--- config.mk ---
export PLATFORM = sky130hd
export DESIGN_NAME = rvc_div
export DESIGN_NICKNAME = d
export VERILOG_FILES = /design/src/rtl/rvc_div.sv
export SDC_FILE = /design/constraint.sdc
export NUM_CORES = 1
export LEC_CHECK = 0
export BUFFER_PORTS_ARGS = -buffer_cell sky130_fd_sc_hd__buf_4
export CORE_ASPECT_RATIO = 0.6
export CORE_UTILIZATION = 59
export DETAILED_ROUTE_END_ITERATION = 10
export HOLD_SLACK_MARGIN = 0.03
export PLACE_DENSITY = 0.87
export SYNTH_ARGS = -nofsm -noshare
export SYNTH_HDL_FRONTEND = slang
export SYNTH_SLANG_ARGS = --single-unit
--- constraint.sdc ---
create_clock -name clk_i -period 7.1 [get_ports clk_i]
set_input_delay 0.355 -clock clk_i [delete_from_list [all_inputs] [get_ports clk_i]]
set_output_delay 0.355 -clock clk_i [all_outputs]
set_load 0.05 [all_outputs]
--- src/rtl/rvc_div.sv ---
// ----------------------------------------------------------------------------
// rvc_div
// Restoring divider, one quotient bit per cycle, NumW quotient bits per divide.
// ----------------------------------------------------------------------------
module rvc_div #(
  parameter int unsigned NumW = 56,
  parameter int unsigned DenW = 24
) (
  input  logic            clk_i,
  input  logic            rst_ni,
  input  logic            start_i,
  input  logic [NumW-1:0] dividend_i,
  input  logic [DenW-1:0] divisor_i,
  output logic            done_o,
  output logic [NumW-1:0] quotient_o
);
  localparam int unsigned CntW = $clog2(NumW + 1);

  logic            busy_q, done_q;
  logic [CntW-1:0] cnt_q;
  logic [DenW-1:0] rem_q, den_q;
  logic [NumW-1:0] quo_q;
  logic [DenW:0]   rem_sh;
  logic            fits;

  assign rem_sh = {rem_q, quo_q[NumW-1]};
  assign fits   = rem_sh >= {1'b0, den_q};

  always_ff @(posedge clk_i or negedge rst_ni) begin
    if (!rst_ni) begin
      busy_q <= 1'b0;
      done_q <= 1'b0;
      cnt_q  <= '0;
      rem_q  <= '0;
      den_q  <= '0;
      quo_q  <= '0;
    end else begin
      done_q <= 1'b0;
      if (start_i) begin
        busy_q <= 1'b1;
        cnt_q  <= CntW'(NumW);
        rem_q  <= '0;
        den_q  <= divisor_i;
        quo_q  <= dividend_i;
      end else if (busy_q) begin
        rem_q <= fits ? DenW'(rem_sh - {1'b0, den_q}) : rem_sh[DenW-1:0];
        quo_q <= {quo_q[NumW-2:0], fits};
        cnt_q <= cnt_q - 1'b1;
        if (cnt_q == CntW'(1)) begin
          busy_q <= 1'b0;
          done_q <= 1'b1;
        end
      end
    end
  end

  assign done_o     = done_q;
  assign quotient_o = quo_q;
endmodule

==> insert_results.sql <==
INSERT INTO impl_metrics (metric_group, metric, value, unit) VALUES
('power_and_ir_drop', 'ir_drop_worst_case_vdd', '0.000209', 'V'),
('logic_synthesis', 'syn_area_per_cell', '9.27', 'um2'),
('cells_and_area', 'final_common_cell', 'sky130_fd_sc_hd__buf_4', ''),
('global_routing', 'pin_count_of_the_biggest_net_entering_global_routing', '120', ''),
('floorplanning', 'design.core.area', '10200', 'um2'),
('cells_and_area', 'mostFrequentLayoutCells', 'sky130_fd_sc_hd__buf_4, sky130_fd_sc_hd__dfrtp_1, sky130_fd_sc_hd__nand2_1', ''),
('placed_design', 'post-dp-hpwl', '11300', 'um'),
('placed_design', 'numPortBuffers', '139', ''),
('floorplanning', 'core.rowCount', '28', ''),
('clock_network', 'tritoncts', 'done', ''),
('sta', 'period_needed', '3.30', 'ns'),
('power_and_ir_drop', 'leakage_power_total', '0.00407', 'uW'),
('sta', 'setup_tns', '0', 'ns'),
('flow_run', 'number_of_violations_of_the_max_capacitance_limit', '0', ''),
('clock_network', 'numCtsBuffers', '9', ''),
('global_routing', 'total_grt_usage', '28.4', '%'),
('critical_path', 'cp.arrival', '3.54', 'ns'),
('clock_network', 'maximum_number_of_buffers_from_clock_root_to_sink', '2', ''),
('floorplanning', 'ioPinCount', '140', ''),
('hold_path', 'hold_path_class', 'primary input to register', ''),
('placed_design', 'dp_slack', '3.90', 'ns'),
('route', 'post_drt_wl_per_cell', '16.9', 'um'),
('cells_and_area', 'flow.area_growth_from_synthesis', '21.6', '%'),
('clock_network', 'tritoncts_sink_count', '112', ''),
('route', 'finalWirelength', '15900', 'um'),
('sta', 'finalWorstSetupSlack', '3.80', 'ns'),
('logic_synthesis', 'postSynthRegisterBits', '112', ''),
('route', 'viasPerCell', '5.93', ''),
('global_routing', 'via_count_of_the_first_global_routing_pass', '5032', ''),
('sta', 'relative_max_transition_margin', '35.8', '%'),
('logic_synthesis', 'synth-edff-count', '0', ''),
('cells_and_area', 'finalNetCount', '909', ''),
('clock_network', 'clockRootBuffer', 'sky130_fd_sc_hd__clkbuf_16', ''),
('critical_path', 'category_of_the_critical_setup_timing_path', 'register to register', ''),
('floorplanning', 'floorplan.initialDensity', '62.7', '%'),
('cells_and_area', 'drive_gt1_share', '20.9', '%'),
('logic_synthesis', 'synth-seq-area-share', '44.0', '%'),
('clock_network', 'worst_skew_pair.late_latency', '0.35', 'ns'),
('route', 'drt-pass1-iter-count', '5', ''),
('cells_and_area', 'antenna_cells_inserted', '0', ''),
('run_status', 'outcome', 'complete, no violations', ''),
('sta', 'final-setup-viol-count', '0', ''),
('logic_synthesis', 'yosys.cell_types.count', '55', ''),
('route', 'drt_drc_violations_left', '0', ''),
('sta', 'maxClockFrequency', '303', 'MHz'),
('logic_synthesis', 'postSynthCellCount', '687', ''),
('cells_and_area', 'fin_util', '76.2', '%'),
('floorplanning', 'die_height', '82.5', 'um'),
('floorplanning', 'full_die_area', '11200', 'um2'),
('route', 'number_of_nets_still_failing_antenna_checks_after_routing', '0', ''),
('route', 'detailedRoute.firstIterationViolations', '521', ''),
('clock_network', 'clock_tree.htree_level_count', '3', ''),
('sta', 'worst_slew_pin_slew', '0.963', 'ns'),
('sta', 'timing.final.hold_violations', '0', ''),
('power_and_ir_drop', 'power_per_cell_area', '340', 'nW/um2'),
('critical_path', 'worstSetupEndpointType', 'register', ''),
('logic_synthesis', 'ys_dominant_reg_cell', 'sky130_fd_sc_hd__dfrtp_1', ''),
('critical_path', 'crit_path_max_fanout', '19', ''),
('sta', 'clock-skew-final', '0.00632', 'ns'),
('route', 'vias', '5566', ''),
('global_routing', 'globalRoute.totalOverflow', '0', ''),
('floorplanning', 'die_w', '136', 'um'),
('logic_synthesis', 'synthesis.yosys.warnings', '0', ''),
('logic_synthesis', 'postSynth.asyncResetShare', '100', '%'),
('placed_design', 'gp_congestion', '0.947', ''),
('logic_synthesis', 'syn_nets', '797', ''),
('logic_synthesis', 'synth.cell_area', '6370', 'um2'),
('critical_path', 'setup.worst_path.start_class', 'register', ''),
('clock_network', 'cts.clk_slew.worst_paths', '0.08', 'ns'),
('sta', 'rsz0062_at_grt', 'false', ''),
('global_routing', 'antenna_violations_before_repair', '0', ''),
('critical_path', 'cp_data_required_time', '7.34', 'ns'),
('sta', 'slew_viol_final', '0', ''),
('global_routing', 'grt_first_pass_wirelength', '24600', 'um'),
('sta', 'fin_crit_share', '46.5', '%');
report_power, final:
part	switching, uW	total, uW	internal [uW]
Sequential	88.7	832	743
Clock	262	512	250
Combinational	774	1290	516
cell type report:
class / instances / area, um2
Tap cell: 135 / 169
Multi-Input combinational cell: 499 / 3260
Clock inverter: 7 / 77.6
Inverter: 33 / 124
Sequential cell: 112 / 2810
Timing Repair Buffer: 144 / 1080
Clock buffer: 9 / 225
Fill cell: 751 / 2420
synth_stat cells, drive strengths merged, types with 3 or more instances:
library cell  number  area (um2)
inv               32         120
or2                3        18.8
nand4              7        43.8
a211oi            18         135
o311a              3        30.0
o31ai              4        43.8
o21ai             89         449
nor2              45         169
o2111ai            3        26.3
nand3             12        65.1
mux2i             73         731
nand2             98         368
a21oi             24         120
xnor2             19         166
a21o               8        60.1
nand2b             4        25.0
xor2               4        35.0
a41oi              3        26.3
nor2b              4        25.0
clkbuf            32         120
dfrtp            112        2800
ha                26         325
buf               11        61.3
a31oi              6        37.5
o21a               7        52.6
nor3               8        40.0
nor4               4        25.0
nand3b             4        30.0
per-layer routing:
metal  global-route usage [%]  vias up  share of wire [%]
met2                     42.8      277                 44
met5                        0        -                  0
li1                         -     2635                  -
met1                     40.3     2623                 45
met3                     7.02       31                8.8
met4                     9.22        0                1.5
critical path, cell delays in order, from the launching register on:
cell                        delay [ns]
sky130_fd_sc_hd__dfrtp_1          0.41
sky130_fd_sc_hd__ha_1             0.39
sky130_fd_sc_hd__or2_2            0.16
sky130_fd_sc_hd__o2111ai_1        0.15
sky130_fd_sc_hd__a211o_1          0.34
sky130_fd_sc_hd__nand3_2          0.10
sky130_fd_sc_hd__o21ai_2          0.09
sky130_fd_sc_hd__o31ai_4          0.68
sky130_fd_sc_hd__buf_4            0.41
sky130_fd_sc_hd__mux2i_1          0.12
sky130_fd_sc_hd__a211oi_1         0.33
path summary, 6_finish.rpt:
path | startpoint | end | slack [ns] | cells past startpoint
max | rem_q[3] | rem_q[11] | 3.80 | 10
min | dividend_i[51] | quotient_o[51] | 0.21 | 3
max reg2reg | rem_q[3] | rem_q[11] | 3.80 | 10
min reg2reg | den_q[0] | den_q[0] | 0.53 | 1
max in group asynchronous | rst_ni | busy_q | 5.20 | 3
min in group asynchronous | rst_ni | den_q[18] | 0.50 | 2
kinds of logic (layout without fill, tap and decap cells):
| logic type | after synthesis | count (layout) | share of synthesized area (%) |
|---|---|---|---|
| buffers and inverters | 76 | 193 | 4.80 |
| DFF | 112 | 112 | 44.0 |
| xor gates and xnor gates | 23 | 23 | 3.16 |
| AOI/OAI and AO/OA | 179 | 179 | 17.4 |
| adders and majority gates | 27 | 27 | 5.42 |
| and+or+nand+nor | 196 | 196 | 13.6 |
| muxes | 74 | 74 | 11.7 |
state kept, by name (all words and copies together) (netlist names):
register / count
quotient_o: 56
rem_q: 24
done_o: 1
busy_q: 1
cnt_q: 6
den_q: 24
metrics by stage:
| stage | area (um2) | hold WS [ns] | total power, uW | cells |
|---|---|---|---|---|
| after floorplan | 6370 | 0.0594 | 1790 | 687 |
| after global placement | 7430 | 0.341 | 2040 | 922 |
| after detailed placement | 7430 | 0.346 | 2090 | 922 |
| after CTS | 7740 | 0.199 | 2610 | 939 |
| after global routing | 7740 | 0.208 | 2770 | 939 |
| final | 7740 | 0.206 | 2630 | 939 |
repair_timing:
action                                 4_1_cts  5_1_grt
setup endpoints to repair                    0        0
setup buffers                                0        0
hold buffers                                 1        0
resized for setup                            0        0
endpoints found under the hold margin       36        0
No activity file was read; power rests on OpenSTA's default activity.
